`src/design/bpcd_pkg.sv`:
```
package bpcd_pkg;

    localparam int MAX_PLANES      = 6;
    localparam int PALETTE_ENTRIES = 32;
    localparam int PAL_IDX_W       = $clog2(PALETTE_ENTRIES);
    localparam int COLOR12_W       = 12;
    localparam int RGB_W           = 24;
    localparam int PLANE_CNT_W     = 3;

    // Configuration register indexes
    localparam int CFG_IDX_W = 2;
    localparam int CFG_DATA_W = PLANE_CNT_W;
    localparam logic [CFG_IDX_W-1:0] CFG_PLANE_COUNT = 2'd0;
    localparam logic [CFG_IDX_W-1:0] CFG_HAM_ENABLE  = 2'd1;
    localparam logic [CFG_IDX_W-1:0] CFG_DPF_ENABLE  = 2'd2;
    localparam logic [CFG_IDX_W-1:0] CFG_DISP_ENABLE = 2'd3;

    // Word kinds on the input tuser
    localparam logic MODE_PIXEL  = 1'b0;
    localparam logic MODE_PALWR  = 1'b1;

    // Hold-and-modify commands, plane bits 5:4
    localparam logic [1:0] HAM_LOAD  = 2'd0;
    localparam logic [1:0] HAM_BLUE  = 2'd1;
    localparam logic [1:0] HAM_RED   = 2'd2;
    localparam logic [1:0] HAM_GREEN = 2'd3;

    localparam logic [RGB_W-1:0] HALF_MASK = 24'h7F7F7F;

    typedef logic [COLOR12_W-1:0] color12_t;
    typedef logic [RGB_W-1:0]     rgb_t;

    // Widen a 12-bit color to 24 bits by nibble replication
    function automatic rgb_t widen12(input color12_t c);
        widen12 = {c[11:8], c[11:8], c[7:4], c[7:4], c[3:0], c[3:0]};
    endfunction

endpackage

```
`src/design/bitplane_pixel_color_decode.sv`:
```
// Bitplane pixel color decoder: palette lookup, dual playfield, HAM and half-brite.
// An accepted pixel word's rgb word appears on m_tdata in the next cycle, from rgb_reg.
// Throughput: one word per cycle unless m_tready stalls; palette writes take a slot, give no output.
// The HAM held color feeds back through a single register, held_reg.
// Reset (aresetn low, synchronous): palette and held color cleared, display enabled,
// other configuration cleared, output empty.
module bitplane_pixel_color_decode (
    input  logic                                  aclk,
    input  logic                                  aresetn,
    // configuration write port
    input  logic                                  cfg_wr_en,
    input  logic [bpcd_pkg::CFG_IDX_W-1:0]        cfg_index,
    input  logic [bpcd_pkg::CFG_DATA_W-1:0]       cfg_wdata,
    // input stream
    input  logic                                  s_tvalid,
    output logic                                  s_tready,
    input  logic [23:0]                           s_tdata,  // plane_bits, palette_index, palette_value
    input  logic [1:0]                            s_tuser,  // mode, row_start
    // result stream
    output logic                                  m_tvalid,
    input  logic                                  m_tready,
    output logic [bpcd_pkg::RGB_W-1:0]            m_tdata   // rgb
);

    localparam int PW = bpcd_pkg::PAL_IDX_W;

    logic [bpcd_pkg::PLANE_CNT_W-1:0] plane_count_reg;
    logic                             ham_en_reg;
    logic                             dpf_en_reg;
    logic                             disp_en_reg;

    bpcd_pkg::color12_t palette_reg [bpcd_pkg::PALETTE_ENTRIES];
    bpcd_pkg::rgb_t     held_reg, held_next;
    bpcd_pkg::rgb_t     rgb_reg, rgb_next;
    logic               valid_reg;

    logic                      in_fire;
    logic                      in_mode;
    logic                      in_row;
    logic [5:0]                in_bits;
    logic [PW-1:0]             in_pidx;
    bpcd_pkg::color12_t        in_pval;

    logic [bpcd_pkg::PLANE_CNT_W-1:0] used;
    logic [5:0]                bits;
    logic                      ham, dual, ehb;
    logic [2:0]                pf1, pf2;
    logic [PW-1:0]             look_idx;
    bpcd_pkg::rgb_t            look_rgb;
    bpcd_pkg::rgb_t            base_held;
    bpcd_pkg::rgb_t            ham_rgb;
    logic [7:0]                ch;

    assign in_mode  = s_tuser[0];
    assign in_row   = s_tuser[1];
    assign in_bits  = s_tdata[5:0];
    assign in_pidx  = s_tdata[6 +: PW];
    assign in_pval  = s_tdata[6+PW +: bpcd_pkg::COLOR12_W];

    // Output register frees up when empty or being drained
    assign s_tready = !valid_reg || m_tready;
    assign in_fire  = s_tvalid && s_tready;
    assign m_tvalid = valid_reg;
    assign m_tdata  = rgb_reg;

    always_comb begin
        used = (plane_count_reg > bpcd_pkg::PLANE_CNT_W'(bpcd_pkg::MAX_PLANES))
             ? bpcd_pkg::PLANE_CNT_W'(bpcd_pkg::MAX_PLANES) : plane_count_reg;
        for (int i = 0; i < 6; i++) begin
            bits[i] = in_bits[i] && (bpcd_pkg::PLANE_CNT_W'(i) < used);
        end
        ham  = ham_en_reg && (used >= 3'd5);
        dual = dpf_en_reg && !ham;
        ehb  = !ham && !dual && (used == 3'd6);

        pf1 = {bits[4], bits[2], bits[0]};
        pf2 = {bits[5], bits[3], bits[1]};

        priority if (dual) begin
            if (pf1 != 3'd0) begin
                look_idx = {2'b00, pf1};
            end else if (pf2 != 3'd0) begin
                look_idx = {2'b01, pf2};
            end else begin
                look_idx = '0;
            end
        end else if (ham) begin
            look_idx = {1'b0, bits[3:0]};
        end else begin
            look_idx = bits[PW-1:0];
        end

        look_rgb  = bpcd_pkg::widen12(palette_reg[look_idx]);
        base_held = in_row ? bpcd_pkg::widen12(palette_reg[0]) : held_reg;
        ch        = {bits[3:0], bits[3:0]};

        unique case (bits[5:4])
            bpcd_pkg::HAM_LOAD:  ham_rgb = look_rgb;
            bpcd_pkg::HAM_BLUE:  ham_rgb = {base_held[23:8], ch};
            bpcd_pkg::HAM_RED:   ham_rgb = {ch, base_held[15:0]};
            bpcd_pkg::HAM_GREEN: ham_rgb = {base_held[23:16], ch, base_held[7:0]};
            default:             ham_rgb = look_rgb;
        endcase

        held_next = held_reg;
        rgb_next  = rgb_reg;
        if (in_fire && (in_mode == bpcd_pkg::MODE_PIXEL)) begin
            if (!disp_en_reg) begin
                rgb_next = '0;
            end else begin
                priority if (ham) begin
                    held_next = ham_rgb;
                    rgb_next  = ham_rgb;
                end else if (ehb && bits[5]) begin
                    held_next = base_held;
                    rgb_next  = (look_rgb >> 1) & bpcd_pkg::HALF_MASK;
                end else begin
                    held_next = base_held;
                    rgb_next  = look_rgb;
                end
            end
        end
    end

    always_ff @(posedge aclk) begin
        if (!aresetn) begin
            plane_count_reg <= '0;
            ham_en_reg      <= 1'b0;
            dpf_en_reg      <= 1'b0;
            disp_en_reg     <= 1'b1;
            held_reg        <= '0;
            valid_reg       <= 1'b0;
            for (int i = 0; i < bpcd_pkg::PALETTE_ENTRIES; i++) begin
                palette_reg[i] <= '0;
            end
        end else begin
            if (cfg_wr_en) begin
                unique case (cfg_index)
                    bpcd_pkg::CFG_PLANE_COUNT: plane_count_reg <= cfg_wdata;
                    bpcd_pkg::CFG_HAM_ENABLE:  ham_en_reg      <= cfg_wdata[0];
                    bpcd_pkg::CFG_DPF_ENABLE:  dpf_en_reg      <= cfg_wdata[0];
                    bpcd_pkg::CFG_DISP_ENABLE: disp_en_reg     <= cfg_wdata[0];
                    default: ;
                endcase
            end
            if (in_fire && (in_mode == bpcd_pkg::MODE_PALWR)) begin
                palette_reg[in_pidx] <= in_pval;
            end
            held_reg <= held_next;
            // hold a stalled word, advance on a pixel, drop on a drain
            if (in_fire) begin
                valid_reg <= (in_mode == bpcd_pkg::MODE_PIXEL);
            end else if (m_tready) begin
                valid_reg <= 1'b0;
            end
        end
    end

    always_ff @(posedge aclk) begin
        rgb_reg <= rgb_next;
    end

endmodule

```
`config.mk`:
```
export PLATFORM = sky130hd
export DESIGN_NAME = bitplane_pixel_color_decode
export DESIGN_NICKNAME = d
export VERILOG_FILES = /design/src/design/bpcd_pkg.sv /design/src/design/bitplane_pixel_color_decode.sv
export SDC_FILE = /design/constraint.sdc
export NUM_CORES = 1
export LEC_CHECK = 0
export BUFFER_PORTS_ARGS = -buffer_cell sky130_fd_sc_hd__buf_4
export CAP_MARGIN = 20
export CORE_MARGIN = 4
export CORE_UTILIZATION = 50
export DETAILED_ROUTE_END_ITERATION = 16
export GPL_TIMING_DRIVEN = 0
export PLACE_DENSITY = 0.66
export RECOVER_POWER = 25
export SLEW_MARGIN = 10
export SYNTH_ARGS = -nofsm -noshare
export SYNTH_HDL_FRONTEND = slang
export SYNTH_SLANG_ARGS = --single-unit
```
`constraint.sdc`:
```
create_clock -name aclk -period 4.4 [get_ports aclk]
set_input_delay 0.88 -clock aclk [delete_from_list [all_inputs] [get_ports aclk]]
set_output_delay 0.88 -clock aclk [all_outputs]
set_load 0.01 [all_outputs]
```
# Word level (Yosys, flattened, before mapping)
# Memories as Yosys holds them, arrays and structs flattened.
# Index checks and enable logic that the tools add are counted.
# op_classes
magnitude_cmp,8
eq_ne,7
mux,19
bitwise,1
n_reduce_logical,29
# ops
cell,n
two-way mux 24 bit,4
one-hot mux 24 bit (4 select lines),1
two-way mux 5 bit,4
logical AND 1 bit,14
two-way mux 12 bit,1
OR reduction 12 bit,1
AND reduction 2 bit,5
== test 2 bit (second input constant),4
two-way mux 1 bit,7
less-than comparator 1 x 3 -> 1 bit (first input constant),2
less-than comparator 2 x 3 -> 1 bit (first input constant),2
less-than comparator 3 bit (first input constant),2
nonzero test 3 bit,2
== test 2 x 1 -> 1 bit (second input constant),2
zero test 2 bit,2
two-way mux 4 bit,1
== test 3 bit (second input constant),1
>= comparator 3 bit (second input constant),1
greater-than comparator 3 bit (second input constant),1
zero test 1 bit,3
two-way mux 3 bit,1
nonzero test 2 bit,1
logical OR 1 bit,1
NOT 1 bit,1
# totals
register_bits,55
mem_bits_rw,384
inputBits,36
out_inout_bits,26
wordCells,72
memories,1
# mem_list
name,words,word_bits,rd,rd_clocked_by_memory_dff,write_ports,line,text
palette_reg,32,12,2,0,32,bitplane_pixel_color_decode.sv:32,bpcd_pkg::color12_t palette_reg [bpcd_pkg::PALETTE_ENTRIES];

# Logic depth before layout (Yosys ltp)
# Gate-level depths: netlist of run 1.
# depth
depth_word,12
mapped_depth,14
ltp_nobuf,9

# Worst setup path after synthesis of run 1
# Ideal clock, no wire load.
# synth_path
kind,input-to-reg
start,input port s_tdata[0]
end,"register rgb_reg[13], in the netlist m_tdata[13], data pin"
setup_ns,0.272
arrival_time_ns,3.183
required_ns,4.128
slack_ns,0.945
path_stages,11
n_path_buf,3
path_cell_list,buf_2 > or2_2 > o211a_1 > nor2_4 > buf_2 > buf_2 > mux4_2 > a22oi_1 > a21oi_1 > o31ai_1 > a31oi_1
# synth_between
elab_chain_cells,7
word_cells_on_any_way,9
classes_between,6 x mux; 2 x reduce/logical; 1 x memory
# synth_lines
item,line,text
"start, declared",bitplane_pixel_color_decode.sv:17,"input logic [23:0] s_tdata,"
logical AND 1 bit *,bitplane_pixel_color_decode.sv:70,bits[i] = in_bits[i] && (bpcd_pkg::PLANE_CNT_W'(i) < used);
nonzero test 3 bit,bitplane_pixel_color_decode.sv:80,if (pf1 != 3'd0) begin
two-way mux 5 bit,bitplane_pixel_color_decode.sv:80,
two-way mux 5 bit *,bitplane_pixel_color_decode.sv:79,priority if (dual) begin
memory read (32 x 12 bit) *,--,
one-hot mux 24 bit (4 select lines) / two-way mux 24 bit (equally long branches),"bitplane_pixel_color_decode.sv:97, bitplane_pixel_color_decode.sv:114",
two-way mux 24 bit *,bitplane_pixel_color_decode.sv:111,priority if (ham) begin
"end signal, assigned",bitplane_pixel_color_decode.sv:160,rgb_reg <= rgb_next;
"end, declared",bitplane_pixel_color_decode.sv:34,"bpcd_pkg::rgb_t rgb_reg, rgb_next;"
# Mark *: on every way between the ends. The rest lies on a longest branch, timed or not.
# A chain may end at the register's enable or synchronous reset.

# Worst setup path in the final report of run 1
# layout_path
start,register plane_count_reg[2] (netlist bit)
end,"register rgb_reg[18], in the netlist m_tdata[18], data pin"
# layout_between
elab_chain_cells,12
word_cells_on_any_way,37
classes_between,8 x order compare; 4 x eq/ne; 8 x mux; 16 x reduce/logical; 1 x memory
# layout_lines
item,line,text
"start, declared",bitplane_pixel_color_decode.sv:27,logic [bpcd_pkg::PLANE_CNT_W-1:0] plane_count_reg;
"start signal, assigned",bitplane_pixel_color_decode.sv:139,bpcd_pkg::CFG_PLANE_COUNT: plane_count_reg <= cfg_wdata;
greater-than comparator 3 bit,bitplane_pixel_color_decode.sv:67,used = (plane_count_reg > bpcd_pkg::PLANE_CNT_W'(bpcd_pkg::MAX_PLANES))
two-way mux 3 bit *,bitplane_pixel_color_decode.sv:68,? bpcd_pkg::PLANE_CNT_W'(bpcd_pkg::MAX_PLANES) : plane_count_reg;
branches (longest 9 deep; another with memory read (32 x 12 bit)),--,
two-way mux 24 bit *,bitplane_pixel_color_decode.sv:111,
# Mark *: on every way between the ends.

==> Implementation_results.wiki, run 1 <==
{| class="wikitable"
! Metric !! Value
|-
| Fin crit share || 99.2%
|-
| Synthesis-to-layout area growth || 13.3%
|-
| Instance count along the most critical hold path || 1
|-
| Final setup viols || 0
|-
| Clock Sink Count || 439
|-
| Mapped Cells || 1876
|-
| CORE AREA || 43100 um^2
|-
| Fraction of registers with async set/reset || 0%
|-
| Number of ports placed on the die boundary || 62
|-
| Result of the run || finished, final reports clean
|-
| Post-synth EDFFs || 408
|-
| Max-cap check violation count || 0
|-
| Final Net Count || 2051
|-
| Number of vias per cell || 6.33
|-
| Count of port buffers added during placement || 59
|-
| Sum of negative setup slack || 0 ps
|-
| Net count of the mapped netlist || 1912
|-
| Number of remaining DRC errors || 0
|-
| CTS tree || yes
|-
| Share of layout cells above drive strength 1 || 12.0%
|-
| Antenna fix cells || 0
|-
| Data required time at the worst endpoint || 4830 ps
|-
| Number of violations reported at the end of detailed-routing iteration 0 || 2469
|-
| Critical Path Fanout Max || 10
|-
| Vias post-DR || 16700
|-
| Kind of end point of the critical path || flop
|-
| Synth Warn # || 0
|-
| Post-detailed-route count of antenna-violating nets || 0
|-
| Fillcell total || 3637
|-
| Element type at the critical path start || flop
|-
| Effective utilization at floorplan || 50.5%
|-
| Final critical path time including I/O delays and setup || 4360 ps
|-
| 1st-pass router iterations || 6
|-
| Max-slew headroom || 23.1%
|-
| Total global routing track utilization || 32.1%
|-
| Upper clock frequency limit || 229 MHz
|-
| Post-detail-place hpwl || 54900 um
|-
| Routed Wire Length || 76400 um
|-
| Worst r2r path cells || 11
|-
| Top FF cell, synth || sky130_fd_sc_hd__edfxtp_1
|-
| Hold violation count in the final report || 0
|-
| Netlist area before placement || 21700 um^2
|-
| Leading area contributor after synthesis || sky130_fd_sc_hd__edfxtp_1
|-
| Antenna violations before repair || 1
|-
| H-tree levels || 2
|-
| Die W || 217 um
|-
| Slowest cell on the critical path || sky130_fd_sc_hd__clkbuf_1
|-
| Most repeated cell in the gate-level netlist after synthesis || sky130_fd_sc_hd__edfxtp_1
|-
| R2R Setup Slk || 40 ps
|-
| Flip-flop and latch count after synthesis || 439
|-
| Endpoint arrival time on the critical path || 4790 ps
|-
| Largest voltage drop on the vdd net || 277 uV
|-
| Largest net degree at the start of global routing || 14
|-
| Post-Route Skew || 10.5 ps
|-
| Min-Delay Path Class || flop to flop
|-
| Pwr Density || 386 nW/um^2
|-
| Final routed wire length divided by cell count || 29.0 um
|-
| Top cells by instance count after synthesis || sky130_fd_sc_hd__edfxtp_1, sky130_fd_sc_hd__and2_1, sky130_fd_sc_hd__nand2_1, sky130_fd_sc_hd__o21ai_0, sky130_fd_sc_hd__clkbuf_1
|-
| Wire length of the first global-routing pass || 110000 um
|-
| Core Util, Final || 57.2%
|-
| Per-instance average area after synthesis || 11.6 um^2
|-
| Synth top area share || 56.3%
|-
| Clk slew on worst S/H paths || 60 ps
|-
| P_leak || 8.98 nW
|-
| Total grt overflow || 0
|-
| Largest cells by area after synthesis || sky130_fd_sc_hd__edfxtp_1, sky130_fd_sc_hd__and2_1, sky130_fd_sc_hd__dfxtp_1
|-
| WS Path Type || flop to flop
|-
| Placer's final routability congestion estimate || 1.01
|-
| Number of global-route vias before repair || 15800
|-
| Clock Tree Buf Depth || 3
|-
| Pin slew with the least headroom to its limit || 1150 ps
|-
| Number of rows in the core area || 76
|-
| Area of the die || 46900 um^2
|-
| DIE HEIGHT || 217 um
|-
| Worst-Skew Late Latency || 590 ps
|-
| Max Slew Vio Count || 0
|-
| Biggest cell delay along the critical path || 700 ps
|-
| Distinct cell type count after synthesis || 81
|-
| Clock root cell || sky130_fd_sc_hd__clkbuf_16
|-
| Cell-by-cell trace of the critical path || buf_6, o21a_2, nand3b_1, o21ai_1, clkbuf_1, a2111oi_0, nor4_1, nand4_1, o31ai_2, o211ai_1, a21oi_1
|-
| Sequential element share of the synthesized area || 59.2%
|-
| Max FFs per register || 384
|-
| RSZ-0062 raised after global routing || false
|-
| Number of CTS-inserted buffers || 48
|}
## cell usage in the layout, fill, tap and decap left out, types with 13 or more instances in the layout
master	Yosys	routed
sky130_fd_sc_hd__edfxtp_1	408	408
sky130_fd_sc_hd__and2_1	388	295
sky130_fd_sc_hd__clkbuf_1	111	164
sky130_fd_sc_hd__nand2_1	135	135
sky130_fd_sc_hd__and2_0	0	93
sky130_fd_sc_hd__o21ai_0	112	83
sky130_fd_sc_hd__a21oi_1	74	74
sky130_fd_sc_hd__nand3_1	67	67
sky130_fd_sc_hd__nor2_1	63	63
sky130_fd_sc_hd__mux2i_1	56	56
sky130_fd_sc_hd__buf_4	6	52
sky130_fd_sc_hd__clkbuf_16	0	49
sky130_fd_sc_hd__a31oi_1	34	34
sky130_fd_sc_hd__buf_2	32	32
sky130_fd_sc_hd__dfxtp_1	31	31
sky130_fd_sc_hd__o21ai_1	5	25
sky130_fd_sc_hd__inv_1	25	25
sky130_fd_sc_hd__a22oi_1	27	24
sky130_fd_sc_hd__o211ai_1	23	23
sky130_fd_sc_hd__buf_6	10	21
sky130_fd_sc_hd__a211oi_1	19	19
sky130_fd_sc_hd__and3_1	17	17
sky130_fd_sc_hd__mux4_2	16	16
sky130_fd_sc_hd__a32oi_1	14	14
sky130_fd_sc_hd__nand4_1	13	13
sky130_fd_sc_hd__o21a_1	13	13
## layer usage
layer,vias up,track usage [%],share of wire (%)
met5,-,0,0.017
met4,2,14.3,5.2
met3,204,9.58,12
met2,1104,47.1,43
met1,8196,44.5,40
li1,7165,-,-
## cells by family after synthesis
family / share of synthesized area [%]
buf+inv: 3.95
xor+xnor: 0.0806
mux: 4.80
flops: 59.2
simple gates: 18.7
compound gates: 13.3
## layout make-up
type | count | area, um^2 | area share (%)
flip-flops and latches | 439 | 12900 | 52.3
multi-input cells | 1245 | 8080 | 32.8
clock buffers | 75 | 1340 | 5.46
plain buffers | 166 | 766 | 3.11
well taps | 585 | 732 | 2.97
repair buffers | 89 | 627 | 2.54
clock inverters | 7 | 111 | 0.452
inverters | 26 | 97.6 | 0.396
## stage by stage
stage                     hold WS, ps  area [um^2]  instances  total power [mW]  setup slack, ps
after floorplan                   504        21700       1876              5.25              945
final                             538        24600       2632              9.50             37.3
after global placement            517        22900       2520              5.62             -698
after CTS                         528        24700       2630              9.48             4.03
after global routing              567        24600       2632              9.72             49.2
after detailed placement          526        23300       2548              5.65             -690
## power by group
| part | internal [mW] | switching [mW] | total [mW] | leakage, nW |
|---|---|---|---|---|
| combinational | 0.245 | 0.606 | 0.851 | 3.67 |
| clock | 2.26 | 1.66 | 3.92 | 0.700 |
| sequential | 4.68 | 0.0477 | 4.73 | 4.61 |
| total | 7.19 | 2.31 | 9.50 | 8.98 |
## repair_timing
action                                  in CTS  in global routing
pin swaps                                    0                  1
endpoints found under the setup margin      13                 18
hold buffers                                 0                  0
resized for setup                            3                  5
setup buffers                                0                  2
## worst paths after layout
check                  to          startpoint
max reg2reg   m_tdata[18]  plane_count_reg[2]
min reg2reg  held_reg[20]        held_reg[20]
max           m_tdata[18]  plane_count_reg[2]
min          held_reg[20]        held_reg[20]
## worst max-delay path, delay by kind of cell, from the launching register on
family                 cells  cell delay (ps)
AOI/OAI and AO/OA          6             1800
and+or+nand+nor            3             1060
buffers and inverters      2              890
DFF                        1              440
No activity file was read; power rests on OpenSTA's default activity.
==> run 2, diff against run 1 <==
- CORE_UTILIZATION: 50 -> 40
- PLACE_DENSITY: 0.66 -> unset
==> Implementation_results.wiki, run 2 (synthesis gave the netlist of run 1 again) <==
{| class="wikitable"
! Metric !! Value
|-
| Final critical path time including I/O delays and setup || 4350 ps (-8.23 ps)
|-
| Fraction of power spent switching nets || 24.8% (+0.46 points)
|-
| Final routed wire length divided by cell count || 29.1 um (+0.37%)
|-
| Share of layout cells above drive strength 1 || 12.5% (+0.51 points)
|-
| Number of vias per cell || 6.02 (-4.9%)
|-
| Max-cap check violation count || 0 (unchanged)
|-
| Placer's final routability congestion estimate || 0.994 (-2.0%)
|-
| Post-detail-place hpwl || 57200 um (+4.0%)
|-
| Clock root cell || sky130_fd_sc_hd__clkbuf_16
|-
| Clk pwr share || 41.4% (+0.2 points)
|-
| Worst-Skew Late Latency || 600 ps (about the same)
|-
| Post-detailed-route count of antenna-violating nets || 0 (unchanged)
|-
| Critical Path Fanout Max || 10 (unchanged)
|-
| Min-Delay Path Class || flop to flop
|-
| Fin crit share || 99.0% (-0.19 points)
|-
| Total global routing track utilization || 27.3% (-4.8 points)
|-
| Count of hold buffers inserted by post-cts repair || 0 (unchanged)
|-
| Final setup viols || 0 (unchanged)
|-
| Post-route design area || 24800 um^2 (+0.87%)
|-
| Element type at the critical path start || flop
|-
| DP Worst Slack || -717 ps (-26.6 ps)
|-
| Share of total power in combinational logic || 9.1% (about the same)
|-
| DIE HEIGHT || 241 um (+11%)
|-
| Max FFs per register || 384 (unchanged)
|-
| Number of ports placed on the die boundary || 62 (unchanged)
|-
| Post-layout worst setup margin || 45.5 ps (+8.23 ps)
|-
| Clk slew on worst S/H paths || 60 ps (about the same)
|-
| Effective utilization at floorplan || 40.4% (-10 points)
|-
| Routed Wire Length || 80100 um (+4.9%)
|-
| Instance area after placement || 23400 um^2 (+0.60%)
|-
| Psw || 2.37 mW (+2.5%)
|-
| Clock Sink Count || 439 (unchanged)
|-
| Number of global-route vias before repair || 16000 (+1.2%)
|-
| Max-slew headroom || 33.0% (+9.9 points)
|-
| Pwr Density || 385 nW/um^2 (-0.28%)
|-
| Finished Layout Cells || 2750 (+4.5%)
|-
| Final-layout worst hold slack || 542 ps (+3.68 ps)
|-
| Synthesis-to-layout area growth || 14.3%
|-
| 1st-pass router iterations || 6 (unchanged)
|-
| CORE AREA || 53800 um^2 (+25%)
|-
| Count of port buffers added during placement || 59 (unchanged)
|-
| Data required time at the worst endpoint || 4820 ps (about the same)
|-
| Vias post-DR || 16600 (-0.62%)
|-
| Leading cell types in the layout, fill and taps excluded || sky130_fd_sc_hd__edfxtp_1, sky130_fd_sc_hd__and2_1, sky130_fd_sc_hd__clkbuf_1
|-
| Total grt overflow || 0 (unchanged)
|-
| Post-Route Skew || 21.4 ps (+10.8 ps)
|-
| Post-placement cell count || 2656 (+4.2%)
|-
| RSZ-0062 raised after global routing || true
|-
| Number of rows in the core area || 85 (+12%)
|-
| Die W || 241 um (+11%)
|-
| Max Slew Vio Count || 0 (unchanged)
|-
| WS Path Type || flop to flop
|-
| CTS tree || yes
|-
| P_leak || 9.02 nW (+0.45%)
|-
| Upper clock frequency limit || 230 MHz (+0.19%)
|-
| Final Net Count || 2052 (+0.049%)
|-
| H-tree levels || 2 (unchanged)
|-
| Largest net degree at the start of global routing || 15 (+1)
|-
| Number of violations reported at the end of detailed-routing iteration 0 || 2007 (-19%)
|-
| Number of CTS-inserted buffers || 48 (unchanged)
|-
| Wire length of the first global-routing pass || 114000 um (+3.6%)
|-
| Kind of end point of the critical path || flop
|-
| Antenna violations before repair || 3 (+2)
|-
| Number of remaining DRC errors || 0 (unchanged)
|-
| Clock Tree Buf Depth || 3 (unchanged)
|-
| Most common cell after layout, fill and taps aside || sky130_fd_sc_hd__edfxtp_1
|-
| Relative contribution of sequential cells to total power || 49.5% (-0.3 points)
|-
| Area of the die || 58200 um^2 (+24%)
|-
| Core Util, Final || 46.2% (-11 points)
|-
| Result of the run || finished, final reports clean
|-
| Pin slew with the least headroom to its limit || 1000 ps (-148 ps)
|-
| Internal power || 7.18 mW (about the same)
|-
| Largest voltage drop on the vdd net || 273 uV (-1.2%)
|-
| Hold violation count in the final report || 0 (unchanged)
|-
| Endpoint arrival time on the critical path || 4780 ps (about the same)
|}
==> run 2: worst paths after layout <==
path	start	endpoint	slack [ps]	cells after the start
setup / recovery	plane_count_reg[2]	m_tdata[22]	50	14
hold / removal	held_reg[17]	held_reg[17]	540	1
setup reg to reg	plane_count_reg[2]	m_tdata[22]	50	14
hold reg to reg	held_reg[17]	held_reg[17]	540	1
==> run 2: power groups by stage <==
stage | Sequential, mW | Clock, mW | Combinational [mW]
after floorplan | 4.81 | 0 | 0.444
after global placement | 4.82 | 0 | 0.815
after detailed placement | 4.82 | 0 | 0.857
after CTS | 4.73 | 3.97 | 0.861
after global routing | 4.74 | 4.14 | 0.911
final | 4.73 | 3.95 | 0.869
==> run 2: critical path, cell delays in order, from the launching register on <==
cell                       delay [ps]
sky130_fd_sc_hd__dfxtp_1          360
sky130_fd_sc_hd__buf_6            170
sky130_fd_sc_hd__buf_6            140
sky130_fd_sc_hd__a21oi_1          190
sky130_fd_sc_hd__o22ai_2          190
sky130_fd_sc_hd__nand2_2          220
sky130_fd_sc_hd__buf_6            220
sky130_fd_sc_hd__buf_6            210
sky130_fd_sc_hd__clkbuf_1         660
sky130_fd_sc_hd__a21oi_1          100
sky130_fd_sc_hd__a221oi_1         500
sky130_fd_sc_hd__a221oi_1         160
sky130_fd_sc_hd__a21oi_2          520
sky130_fd_sc_hd__a22oi_1          270
sky130_fd_sc_hd__a21oi_1          260
==> run 2: through the flow <==
stage | total power [mW] | TNS, ps
2_1_floorplan | 5.25 | 0
3_3_place_gp | 5.64 | -122090
3_5_place_dp | 5.68 | -13930
4_1_cts | 9.57 | 0
5_1_grt | 9.80 | -12.7
6_report | 9.56 | 0
==> run 2: layer usage <==
layer | global-route usage, % | up-vias | share of wire [%]
met1 | 37.2 | 8217 | 41
met2 | 41.9 | 946 | 44
met3 | 6.59 | 202 | 9.8
met5 | 0 | - | 0.016
met4 | 11.8 | 2 | 5.3
li1 | - | 7200 | -
==> run 2: layout make-up <==
| type | instances | area (um^2) |
|---|---|---|
| Fill cell | 4966 | 29000 |
| Inverter | 26 | 97.6 |
| Multi-Input combinational cell | 1245 | 8100 |
| Timing Repair Buffer | 90 | 639 |
| Buffer | 166 | 772 |
| Clock inverter | 15 | 133 |
| Clock buffer | 71 | 1360 |
| Antenna cell | 2 | 5.00 |
| Sequential cell | 439 | 12900 |
| Tap cell | 696 | 871 |
==> run 2: timing repair <==
item	CTS	global route
setup endpoints to repair	20	15
pin swaps	1	1
setup buffers	3	2
resized for setup	4	7
